**src/hw/rtl/kdrs_pkg.sv**
```systemverilog
// shared types, constants and codes of the kernel density raster splat block
package kdrs_pkg;

  // raster geometry and walk limits
  localparam int RASTER_COLUMNS = 256;
  localparam int RASTER_ROWS    = 256;
  localparam int MAX_RADIUS     = 31;
  localparam int PIXEL_COUNT    = RASTER_COLUMNS * RASTER_ROWS;
  localparam int ADDR_W         = $clog2(PIXEL_COUNT);
  localparam int OFS_W          = 6;
  localparam int BB_W           = 2 * OFS_W;

  // arithmetic constants
  localparam int          Q16_ONE    = 65536;
  localparam int          KERNEL_MAX = 262143;
  localparam int          KERNEL_MIN = -262144;
  localparam logic [28:0] INV_PI_Q30 = 29'd341782638;

  // iterative unit lengths
  localparam int DIV_STEPS  = 43;
  localparam int SQRT_STEPS = 17;
  localparam int CNT_W      = 6;

  // item opcodes
  typedef enum logic [1:0] {
    OP_ADD   = 2'd0,
    OP_READ  = 2'd1,
    OP_CLEAR = 2'd2
  } opcode_e;

  // kernel shapes
  typedef enum logic [2:0] {
    SHAPE_TRI   = 3'd0,
    SHAPE_UNI   = 3'd1,
    SHAPE_QUART = 3'd2,
    SHAPE_TRIW  = 3'd3,
    SHAPE_EPAN  = 3'd4
  } shape_e;

  // configuration register indexes
  typedef enum logic [1:0] {
    CFG_SHAPE  = 2'd0,
    CFG_SCALED = 2'd1,
    CFG_DECAY  = 2'd2
  } cfg_idx_e;

  // input item
  typedef struct packed {
    logic [1:0]         opcode;
    logic [7:0]         column;
    logic [7:0]         row;
    logic [12:0]        radius_cells;
    logic signed [23:0] weight;
  } in_item_t;

  // result item
  typedef struct packed {
    logic signed [31:0] pixel_value;
    logic               is_no_data;
  } out_item_t;

  // datapath commands
  typedef enum logic [4:0] {
    DP_NOP,
    DP_LOAD,
    DP_CLR_STEP,
    DP_SETUP,
    DP_POINT,
    DP_DIV_INIT,
    DP_SCALE_DIV_INIT,
    DP_DIV_STEP,
    DP_SQRT_INIT,
    DP_SQRT_STEP,
    DP_KERN_A,
    DP_KERN_B,
    DP_KERN_RAW,
    DP_SCALE_A,
    DP_SCALE_B,
    DP_SCALE_FIN,
    DP_CONTRIB,
    DP_RMW_RD,
    DP_RMW_WR,
    DP_ADVANCE,
    DP_READ_REQ,
    DP_READ_DONE
  } dp_op_e;

  typedef struct packed {
    dp_op_e op;
  } dp_cmd_t;

  typedef struct packed {
    logic [1:0] opcode;
    logic       centre_ok;
    logic       skip_point;
    logic       walk_done;
    logic       quad_last;
    logic       clr_last;
    logic       need_scale;
  } dp_sts_t;

endpackage

```
**src/hw/rtl/kdrs_ctrl.sv**
```systemverilog
// controller: sequences item decode, raster sweeps, the splat walk and results
module kdrs_ctrl (
  input  logic              clk_i,
  input  logic              rst_ni,
  input  logic              start_i,
  input  kdrs_pkg::dp_sts_t sts_i,
  output kdrs_pkg::dp_cmd_t cmd_o,
  output logic              busy_o,
  output logic              result_valid_o
);

  typedef enum logic [24:0] {
    ST_IDLE           = 25'h0000001,
    ST_INIT           = 25'h0000002,
    ST_DECODE         = 25'h0000004,
    ST_CLEAR          = 25'h0000008,
    ST_SETUP          = 25'h0000010,
    ST_POINT          = 25'h0000020,
    ST_DIV_INIT       = 25'h0000040,
    ST_DIV_RUN        = 25'h0000080,
    ST_SQRT_INIT      = 25'h0000100,
    ST_SQRT_RUN       = 25'h0000200,
    ST_KERN_A         = 25'h0000400,
    ST_KERN_B         = 25'h0000800,
    ST_KERN_RAW       = 25'h0001000,
    ST_SCALE_A        = 25'h0002000,
    ST_SCALE_B        = 25'h0004000,
    ST_SCALE_DIV_INIT = 25'h0008000,
    ST_SCALE_DIV_RUN  = 25'h0010000,
    ST_SCALE_FIN      = 25'h0020000,
    ST_CONTRIB        = 25'h0040000,
    ST_RMW_RD         = 25'h0080000,
    ST_RMW_WR         = 25'h0100000,
    ST_ADVANCE        = 25'h0200000,
    ST_READ_REQ       = 25'h0400000,
    ST_READ_DONE      = 25'h0800000,
    ST_RESULT         = 25'h1000000
  } state_e;

  state_e                     state_q, state_d;
  logic [kdrs_pkg::CNT_W-1:0] cnt_q, cnt_d;

  // next state and command
  always_comb begin
    state_d   = state_q;
    cnt_d     = cnt_q;
    cmd_o.op  = kdrs_pkg::DP_NOP;
    unique case (state_q)
      ST_IDLE: begin
        if (start_i) begin
          cmd_o.op = kdrs_pkg::DP_LOAD;
          state_d  = ST_DECODE;
        end
      end
      ST_INIT: begin
        cmd_o.op = kdrs_pkg::DP_CLR_STEP;
        if (sts_i.clr_last) state_d = ST_IDLE;
      end
      ST_DECODE: begin
        unique case (sts_i.opcode)
          kdrs_pkg::OP_ADD:   state_d = ST_SETUP;
          kdrs_pkg::OP_READ:  state_d = ST_READ_REQ;
          kdrs_pkg::OP_CLEAR: state_d = ST_CLEAR;
          default:            state_d = ST_RESULT;
        endcase
      end
      ST_CLEAR: begin
        cmd_o.op = kdrs_pkg::DP_CLR_STEP;
        if (sts_i.clr_last) state_d = ST_RESULT;
      end
      ST_SETUP: begin
        cmd_o.op = kdrs_pkg::DP_SETUP;
        state_d  = sts_i.centre_ok ? ST_POINT : ST_RESULT;
      end
      ST_POINT: begin
        cmd_o.op = kdrs_pkg::DP_POINT;
        state_d  = sts_i.skip_point ? ST_ADVANCE : ST_DIV_INIT;
      end
      ST_DIV_INIT: begin
        cmd_o.op = kdrs_pkg::DP_DIV_INIT;
        cnt_d    = '0;
        state_d  = ST_DIV_RUN;
      end
      ST_DIV_RUN: begin
        cmd_o.op = kdrs_pkg::DP_DIV_STEP;
        cnt_d    = cnt_q + 1'b1;
        if (cnt_q == kdrs_pkg::CNT_W'(kdrs_pkg::DIV_STEPS - 1)) state_d = ST_SQRT_INIT;
      end
      ST_SQRT_INIT: begin
        cmd_o.op = kdrs_pkg::DP_SQRT_INIT;
        cnt_d    = '0;
        state_d  = ST_SQRT_RUN;
      end
      ST_SQRT_RUN: begin
        cmd_o.op = kdrs_pkg::DP_SQRT_STEP;
        cnt_d    = cnt_q + 1'b1;
        if (cnt_q == kdrs_pkg::CNT_W'(kdrs_pkg::SQRT_STEPS - 1)) state_d = ST_KERN_A;
      end
      ST_KERN_A: begin
        cmd_o.op = kdrs_pkg::DP_KERN_A;
        state_d  = ST_KERN_B;
      end
      ST_KERN_B: begin
        cmd_o.op = kdrs_pkg::DP_KERN_B;
        state_d  = sts_i.need_scale ? ST_SCALE_A : ST_KERN_RAW;
      end
      ST_KERN_RAW: begin
        cmd_o.op = kdrs_pkg::DP_KERN_RAW;
        state_d  = ST_CONTRIB;
      end
      ST_SCALE_A: begin
        cmd_o.op = kdrs_pkg::DP_SCALE_A;
        state_d  = ST_SCALE_B;
      end
      ST_SCALE_B: begin
        cmd_o.op = kdrs_pkg::DP_SCALE_B;
        state_d  = ST_SCALE_DIV_INIT;
      end
      ST_SCALE_DIV_INIT: begin
        cmd_o.op = kdrs_pkg::DP_SCALE_DIV_INIT;
        cnt_d    = '0;
        state_d  = ST_SCALE_DIV_RUN;
      end
      ST_SCALE_DIV_RUN: begin
        cmd_o.op = kdrs_pkg::DP_DIV_STEP;
        cnt_d    = cnt_q + 1'b1;
        if (cnt_q == kdrs_pkg::CNT_W'(kdrs_pkg::DIV_STEPS - 1)) state_d = ST_SCALE_FIN;
      end
      ST_SCALE_FIN: begin
        cmd_o.op = kdrs_pkg::DP_SCALE_FIN;
        state_d  = ST_CONTRIB;
      end
      ST_CONTRIB: begin
        cmd_o.op = kdrs_pkg::DP_CONTRIB;
        state_d  = ST_RMW_RD;
      end
      ST_RMW_RD: begin
        cmd_o.op = kdrs_pkg::DP_RMW_RD;
        state_d  = ST_RMW_WR;
      end
      ST_RMW_WR: begin
        cmd_o.op = kdrs_pkg::DP_RMW_WR;
        state_d  = sts_i.quad_last ? ST_ADVANCE : ST_RMW_RD;
      end
      ST_ADVANCE: begin
        cmd_o.op = kdrs_pkg::DP_ADVANCE;
        state_d  = sts_i.walk_done ? ST_RESULT : ST_POINT;
      end
      ST_READ_REQ: begin
        cmd_o.op = kdrs_pkg::DP_READ_REQ;
        state_d  = ST_READ_DONE;
      end
      ST_READ_DONE: begin
        cmd_o.op = kdrs_pkg::DP_READ_DONE;
        state_d  = ST_RESULT;
      end
      ST_RESULT: state_d = ST_IDLE;
      default:   state_d = ST_IDLE;
    endcase
  end

  // state registers, reset starts the mark sweep
  always_ff @(posedge clk_i or negedge rst_ni) begin
    if (!rst_ni) begin
      state_q <= ST_INIT;
      cnt_q   <= '0;
    end else begin
      state_q <= state_d;
      cnt_q   <= cnt_d;
    end
  end

  assign busy_o         = state_q != ST_IDLE;
  assign result_valid_o = state_q == ST_RESULT;

endmodule

```
**config.mk**
```make
export PLATFORM = sky130hd
export DESIGN_NAME = kdrs_ctrl
export DESIGN_NICKNAME = d
export VERILOG_FILES = /design/src/hw/rtl/kdrs_pkg.sv /design/src/hw/rtl/kdrs_ctrl.sv
export SDC_FILE = /design/constraint.sdc
export NUM_CORES = 1
export LEC_CHECK = 0
export ABC_AREA = 1
export BUFFER_PORTS_ARGS = -buffer_cell sky130_fd_sc_hd__clkbuf_2
export CORE_MARGIN = 5
export CORE_UTILIZATION = 40
export CTS_CLUSTER_DIAMETER = 200
export DETAILED_ROUTE_END_ITERATION = 8
export RECOVER_POWER = 25
export SLEW_MARGIN = 5
export SYNTH_ARGS = -nofsm -noshare
export SYNTH_HDL_FRONTEND = slang
export SYNTH_SLANG_ARGS = --single-unit
```
**constraint.sdc**
```tcl
create_clock -name clk_i -period 1.6 [get_ports clk_i]
set_input_delay 0.24 -clock clk_i [delete_from_list [all_inputs] [get_ports clk_i]]
set_output_delay 0.24 -clock clk_i [all_outputs]
set_load 0.02 [all_outputs]
```
## After elaboration in Yosys (flattened, before gate mapping)

Cells that the tools add are included.

- Add/sub/neg operators: 1
- Equality and inequality tests: 36
- Multiplexer cells: 16
- Reduce and logical (&&, ||, !) cells: 8

Operators by type and width:

| cell | number |
|---|---|
| $pmux 25 s23 | 1 |
| $mux 25 | 8 |
| $pmux 5 s21 | 1 |
| $pmux 25 s3 | 1 |
| $mux 22 | 2 |
| $eq 25x1->1 const B | 1 |
| $eq 25x10->1 const B | 1 |
| $eq 25x11->1 const B | 1 |
| $eq 25x12->1 const B | 1 |
| $eq 25x13->1 const B | 1 |
| $eq 25x14->1 const B | 1 |
| $eq 25x15->1 const B | 1 |
| $eq 25x16->1 const B | 1 |
| $eq 25x17->1 const B | 1 |
| $eq 25x18->1 const B | 1 |
| $eq 25x19->1 const B | 1 |
| $eq 25x2->1 const B | 1 |
| $eq 25x20->1 const B | 1 |
| $eq 25x21->1 const B | 1 |
| $eq 25x22->1 const B | 1 |
| $eq 25x23->1 const B | 1 |
| $eq 25x24->1 const B | 1 |
| $eq 25x25->1 const B | 1 |
| $eq 25x3->1 const B | 1 |
| 21 further kinds | 29 |

- Flip-flop bits (word level): 31
- Logic and storage cells: 63

## Depth between registers and ports, before layout

Gate-level depths: netlist (run 1).

- Depth in word-level cells: 3
- Gate-level depth with buffers: 14
- Mapped depth without buffers: 14

## Worst setup path after synthesis (run 1)

No wires, ideal clock.

- Kind: reg-to-output
- Start point: reg state_q[7]
- End point: out result_valid_o
- Arrival time: 1.549 ns
- Setup slack: -0.189 ns
- Stages on the path, launching flop included: 6
- Cell sequence: dfrtp_1 > nor2_1 > nand2_2 > nor2_8 > nand2_8 > nor4_1

- Longest elaborated chain between the ends: 1

RTL lines:

| what | RTL line | text |
|---|---|---|
| start, declared | kdrs_ctrl.sv:40 | `state_e state_q, state_d;` |
| start signal, assigned | kdrs_ctrl.sv:168 | `state_q <= state_d;` |
| $eq 25x25->1 | kdrs_ctrl.sv:174 | `assign result_valid_o = state_q == ST_RESULT;` |
| end, declared | kdrs_ctrl.sv:9 | `output logic result_valid_o` |

Every way passes these cells.

==> results.txt, run 1 <==
* Number of placed instances with taps included: 476
- Average footprint of a synthesized cell: just over 7 µm²
* Yosys cell types: 36
- Signal arrival time at the worst endpoint: 1930 ps
- After global routing the overflow that remains totals 0.
- Most common cell after layout, fill and taps aside: buf_4
- In the synthesized netlist, the number of instances is about 320.
* Violated checks: negative setup slack
- Using the TritonRoute via totals, the vias-per-cell ratio works out to ~4.8.
* Transition at the pin with the smallest max-transition slack: 782 ps
- Setup repair after global routing missed its margin: true
* Half-perimeter wire length of the detailed placement result: 4750 µm
- The worst hold path passes through 2 cells.
* Count of antenna diodes in the layout: 0
* Min setup slack post-route: -568 ps
* Number of clock buffers inserted by TritonCTS: 5
* Worst R2R Path Depth: 14
- The critical path goes through nor2_4 > nand2_4 > nor2_8 > nand2_8 > buf_4 > buf_6 > nor2_4 > nor2_2 > nand3_2 > buf_8.
- During placement, the flow inserted port buffers numbering 17.
- In this run the deepest clock path goes through 2 buffers.
* Final core occ: between 60% and 70%
- The smallest clock period supported by the final layout is computed as ~2200 ps.
- Num rows: 27
- Worst R2R Start: state_q[1]$_DFFE_PN1P_
- Counting flops and latches in the post-synthesis netlist gives 31.
- Timing would allow up to between 400 and 500 MHz.
- In this run the cell area of the synthesized design comes to about 2300 µm².
- Area growth from synthesis to final layout: 57.9%
- Global routing used a little under a quarter of the available met1 tracks.
* Hold Crit Class: input pin to register
- Final-report max-slew violation count: 0
- Setup-failing EPs final: 24
* Cell types with the largest area share after synthesis: dfrtp_1 (33%), nor2_1 (12%), nand2_1 (9.2%), inv_1 (6.6%), nand3_1 (4.4%)
- H-tree Lvls: 2
- Wire length of the first global-routing pass: about 10000 µm
* Total GRT Usage: between 10% and 20%
- After layout, the worst path uses 135% of the clock period.
- Excluding fillers, the count of instances in the completed layout stands at 507.
- At the end of routability-driven placement, the weighted congestion stood at approximately 0.9.
- The final route contains roughly 2400 vias.
- Initial core utilization: between 40% and 50%
- In the final routed layout, each cell accounts on average for around 13 µm.
- Worst IR drop on VDD: about 900 µV
- From left edge to right edge, the die measures approximately 85 µm.
* DRC violations left: 0
- Critical path peak fanout: 8
- Antenna Nets Post-Route: 0
* Most used cell along the critical path: nor2_4
- The die covers ~7300 µm².
- Fill cells in the final layout number 473.
- Floorplan core area: around 5500 µm²
* Clock network latency to the later pin of the worst-skew pair: 280 ps
- Relative slew slack: roughly 48%
- Result of the run: complete, but fails checks
- 18 I/O pins were placed.
- Global routing consumed, on the met2 layer, between 30% and 40% of the routing resources.
* Vertical die dimension: 85.5 µm
- Routed Wire Length: about 6500 µm
* TritonCTS clock tree: yes
- Summing the sequential cell areas from Yosys gives 34.1% of the chip area.
* Power Density: 947 nW/µm²
- The library cells used most frequently in the layout, excluding fill and tap cells, are buf_4 (83), nand2_1 (52), nor2_1 (47), inv_1 (36), dfrtp_1 (30).
- In this run the register-to-register setup slack is -440 ps.
- The via count of the first global-routing pass was around 2400.
- Initial antenna violation count: 0
- The biggest area contributor in the post-synthesis netlist is dfrtp_1.
- Cell chosen for the clock root: clkbuf_8
* Share of the synthesized area in the top cell type: approximately a third
* Largest net degree at the start of global routing: 32
* Crit Path Category: register to output port
- STA classifies the critical path startpoint as a register.
* Worst path slowest cell: dfrtp_1
* GRT Max-Usage Layer: met2
- Counting every sink on the clock net gives 31.
* Synth Warn #: 0
* Share of cells above drive strength 1: between 40% and 50%
* Hold Crit Endpoint: state_q[12]$_DFFE_PN0P_
- LEAKAGE: roughly 1.8 nW
* Count of final hold-check violations: 0
- Data on the critical path is required at its endpoint by 1360 ps.
* Clock Skew: 5.49 ps
* Critical path endpoint category: output port
- Across the run, the number of max-cap violations was 0.
- Number of nets in the layout: between 400 and 500
- The worst hold path begins at sts_i[0].
* Count of routing violations after the opening detailed-route iteration: 89
- Initial DRT Pass Iterations: 4
- Reg clk slew, reported paths: around 70 ps
* Worst path max stage delay: around 410 ps
- The worst register-to-register path ends at state_q[0]$_DFFE_PN0P_.
- In the global route stage, met3 resource usage came out at between 3 and 4%.
- The number of nets handed over by synthesis was 330.
==> flip-flops by register name, summed over array words and instances, names as in the netlist <==
name     flops
cnt_q        6
state_q     25
==> metrics by stage <==
stage | TNS [ps] | setup slack [ps] | hold slack (ps) | total power, mW | instance area (µm²)
final | -7130 | -568 | 131 | 3.41 | 3600
after global routing | -9600 | -652 | 114 | 3.61 | 3600
after CTS | -5730 | -569 | 109 | 3.14 | 3340
after detailed placement | -4490 | -354 | 284 | 2.14 | 3000
after global placement | -3880 | -327 | 281 | 2.12 | 3000
after floorplan | -358 | -168 | -55.6 | 1.63 | 2290
==> report_power, final <==
part,internal (mW),total (mW),switching [mW]
registers,0.825,0.863,0.0386
clock network,0.392,0.681,0.289
logic,0.880,1.86,0.981
total,2.10,3.41,1.31
==> how the worst max path moves through the flow <==
| stage | start | end | slack [ps] | cells past startpoint |
|---|---|---|---|---|
| after global placement | state_q[7]$_DFFE_PN0P_ | cmd_o[2] | -330 | 8 |
| after floorplan | state_q[1]$_DFFE_PN1P_ | cmd_o[1] | -170 | 10 |
| after CTS | state_q[1]$_DFFE_PN1P_ | cmd_o[1] | -570 | 11 |
| after detailed placement | state_q[15]$_DFFE_PN0P_ | cmd_o[2] | -350 | 8 |
| final | state_q[14]$_DFFE_PN0P_ | cmd_o[4] | -570 | 10 |
| after global routing | state_q[23]$_DFFE_PN0P_ | cmd_o[2] | -650 | 9 |
==> routing by layer <==
layer	vias to the layer above	share of wire [%]
li1	1238	-
met1	1122	44
met2	39	50
met3	11	3.2
met4	0	2.2
met5	-	0
==> cells by family after synthesis <==
| kind of cell | synth area share, % |
|---|---|
| AO/OA/AOI/OAI | 6.43 |
| XOR/XNOR | 1.54 |
| adder cells (fa/ha/maj) | 1.65 |
| buffers and inverters | 8.57 |
| flip-flops | 34.1 |
| AND/OR/NAND/NOR | 47.7 |
==> synth_stat cells (all sizes together) <==
library cell and count:
nor2 89, nand2 75, inv 47, dfrtp 30, nand3 22, nor3 10
o21ai 10, o22ai 7, nand4 5, a21oi 4, ha 3, nand3b 3
xor2 3, a32o 1, buf 1, dfstp 1, nor3b 1, nor4 1
nor4b 1, or2 1, xnor2 1
==> final cells by class <==
type	instances	area, µm²	share of cell area [%]
Tap cell	72	90.1	2.51
Clock buffer	8	100	2.78
Multi-Input combinational cell	237	1550	43.1
Sequential cell	31	777	21.6
Inverter	47	189	5.25
Timing Repair Buffer	112	891	24.8
==> worst max-delay path, delay by kind of cell (launching register included) <==
family	cells	cell delay [ps]
buffers and inverters	3	380
AND/OR/NAND/NOR	7	840
flip-flops	1	410
==> repair_timing <==
item                                   in CTS  in global routing
pin swaps                                  25                 25
hold buffers                                1                  0
resized for setup                          39                 54
setup endpoints to repair                  25                 31
setup buffers                              13                 13
endpoints found under the hold margin      30                  0
(Power assumes the default switching activity.)
==> inputs of run 2 (changes only) <==
==> constraint.sdc (replaced) <==
create_clock -name clk_i -period 1.6 [get_ports clk_i]
set_input_delay 0.32 -clock clk_i [delete_from_list [all_inputs] [get_ports clk_i]]
set_output_delay 0.32 -clock clk_i [all_outputs]
set_load 0.02 [all_outputs]
==> run 2 against run 1 <==
- the flow still finishes with violations (negative setup slack)
- routed wire length rose by 15%
- fmax fell by 6.8%
- first-iteration DRC count rose by 150%
- via count rose by 7.2%
- clock-buffer cell count fell by 2
- sequential share of layout area fell by 1.6 points
- clock skew rose by 5.5 ps
- sequential power rose by 0.5%
- die area did not move
- highest routed layer unchanged
==> results.txt, run 2 (synthesis gave the netlist of run 1 again) <==
* Result of the run: complete, but fails checks
* Violated checks: negative setup slack
* Transition at the pin with the smallest max-transition slack: 800 ps (+18.5 ps)
- The total number of H-tree levels was 2 (unchanged).
- The critical path starts at state_q[4]$_DFFE_PN0P_.
- The via count of the first global-routing pass is 2504 (+6.6%).
- TritonCTS built the clock tree.
- Signal arrival time at the worst endpoint: 2010 ps (+80 ps)
- # port buffers: 17 (unchanged)
- The maximum clock insertion buffer count came to 2 (unchanged).
- After global routing, the most crowded layer is met2.
- The proportion of layout cells with a drive suffix above 1 is 54.7% (+5.0 points).
- The maximum number of pins on one net before global-route repair was 32 (unchanged).
- The largest registers in the layout are state_q: 25 flops, cnt_q: 6 flops.
* Total GRT Usage: 19.6% (+1.5 points)
* Count of final hold-check violations: 0 (unchanged)
- Capturing point of the worst reg2reg path: state_q[0]$_DFFE_PN0P_
- The top cell types in the final layout, fill and taps aside, are buf_4 (87), nand2_1 (48), nor2_1 (44), inv_1 (36), dfrtp_1 (30).
- Final-layout setup total negative slack: -9320 ps (-2190 ps)
- The relative slew slack is 46.7% (-1.2 points).
- The total DRC errors in the routed layout was 0 (unchanged).
- The die height is 85.5 µm (unchanged).
* Worst R2R Start: state_q[1]$_DFFE_PN1P_
* Shortest clock period the worst path allows after layout: 2330 ps (+159 ps)
* Via/cell ratio: 4.95 (+4.1%)
- The CTS clock-pin slew for the worst setup and hold paths was 70 ps (about the same).
- Via count: 2584 (+7.2%)
* Upper clock frequency limit: 430 MHz (-6.8%)
- The number of max-slew violations in the final report was 0 (unchanged).
* Met2 capacity usage during global routing: 34.7% (+3.8 points)
- Setup-failing EPs final: 25 (+4.2%)
- Wire length of the first global-routing pass: 11400 µm (+9.5%)
* Floorplan core area: 5510 µm² (unchanged)
- Power Density: 952 nW/µm² (+0.49%)
- Crit Path Category: register to output port
* Count of antenna diodes in the layout: 0 (unchanged)
* Count of routing violations after the opening detailed-route iteration: 221 (+150%)
- Final GP Congestion: 0.934 (+3.1%)
- Number of placed instances with taps included: 486 (+2.1%)
- Fillers: 407 (-14%)
- Fin cells: 522 (+3.0%)
- Clock network latency to the later pin of the worst-skew pair: 290 ps (about the same)
* Ports placed on the boundary: 18 (unchanged)
- Required time at the endpoint of the critical path: 1280 ps (-80 ps)
- Critical path endpoint category: output port
- Number of nets in the layout: 463 (+3.3%)
* Grt met3 use: 3.20% (-0.39 points)
* Drt wl/cell: 14.4 µm (+11%)
- Critical path peak fanout: 8 (unchanged)
* Max-cap viol count: 0 (unchanged)
* Met1 Usage GRT: 23.7% (+1.1 points)
- Final non-filler cell area: 3880 µm² (+7.9%)
- Number of clock buffers inserted by TritonCTS: 5 (unchanged)
* Final critical-path share of the clock period: 145% (+9.9 points)
* LEAKAGE: 1.96 nW (+6.4%)
* Initial DRT Pass Iterations: 4 (unchanged)
* Cell chosen for the clock root: clkbuf_8
- Floorplan die area: 7300 µm² (unchanged)
- Setup repair after global routing could not meet its margin everywhere.
- Initial antenna violation count: 0 (unchanged)
* Reg2reg setup slack: -430 ps (about the same)
* Num rows: 27 (unchanged)
* Number of hold buffers added after CTS: 0 (-1)
* Routed Wire Length: 7510 µm (+15%)
* Most common cell after layout, fill and taps aside: buf_4
- DP Area: 3080 µm² (+2.7%)
- Half-perimeter wire length of the detailed placement result: 4910 µm (+3.4%)
- Remaining global-route overflow: 0 (unchanged)
* Startpoint kind of the worst setup timing path: register
* Hold Crit Class: input pin to async pin
- Area growth from synthesis to final layout: 70.4%
* Min setup slack post-route: -727 ps (-159 ps)
- Antenna Nets Post-Route: 0 (unchanged)
- Width of the chip: 85.5 µm (unchanged)
- The number of clock sinks seen by CTS came to 31 (unchanged).
- Worst R2R Path Depth: 15 (+1)
- Number of flip-flops under the largest register name: 25 (unchanged)
- Worst IR drop on VDD: 666 µV (-26%)
* Largest reg by FF count: state_q
- The initial core utilization was 41.4% (unchanged).
- The total chip power is 3.69 mW (+8.5%).
- The worst clock skew came to 11.0 ps (+5.47 ps).
run 2: timing repair:
action / CTS / global route
pin swaps: 30 / 31
buffers inserted: 17 / 16
resized for setup: 54 / 70
cloned: 1 / 0
endpoints found under the setup margin: 27 / 32
run 2: cell type report:
type | instances | area [µm²] | area share, %
Timing Repair Buffer | 126 | 1050 | 27.0
Clock inverter | 2 | 35.0 | 0.903
Multi-Input combinational cell | 238 | 1660 | 42.7
Inverter | 47 | 191 | 4.93
Sequential cell | 31 | 777 | 20.0
Tap cell | 72 | 90.1 | 2.32
Clock buffer | 6 | 82.6 | 2.13
run 2: through the flow:
step                      setup WS (ps)  util, %  hold WS [ps]
after global routing               -816     70.5           198
after floorplan                    -248        -          24.4
after global placement             -369     55.9           368
after CTS                          -647     64.2          57.1
final                              -727     70.5           183
after detailed placement           -423     55.9           367
run 2: worst max path at each step:
stage	slack (ps)	depth (start not counted)	to
4_1_cts	-650	11	cmd_o[1]
6_report	-730	10	cmd_o[0]
2_1_floorplan	-250	10	cmd_o[1]
3_3_place_gp	-370	9	cmd_o[2]
5_1_grt	-820	10	cmd_o[0]
3_5_place_dp	-420	10	cmd_o[0]
run 2: per-layer routing:
| metal | vias to the layer above | share of wire [%] |
|---|---|---|
| met5 | - | 0 |
| met4 | 0 | 2.9 |
| met3 | 25 | 4.0 |
| met2 | 78 | 52 |
| met1 | 1218 | 41 |
| li1 | 1263 | - |
run 2: worst max-delay path: stages (launching register included):
cell and delay [ps]:
dfrtp_1 390, nor2_2 120, nand2_2 120, nor2_8 270, nand3_4 110, nor2_4 210, nor2_4 70, nand2_2 70
a21oi_2 40, nand4_1 140, clkbuf_8 170
run 2: power breakdown:
group / leakage (nW) / switching, mW / internal (mW)
combinational: 1.47 / 1.07 / 0.928
clock: 0.0612 / 0.322 / 0.504
sequential: 0.425 / 0.0431 / 0.824
total: 1.96 / 1.44 / 2.26
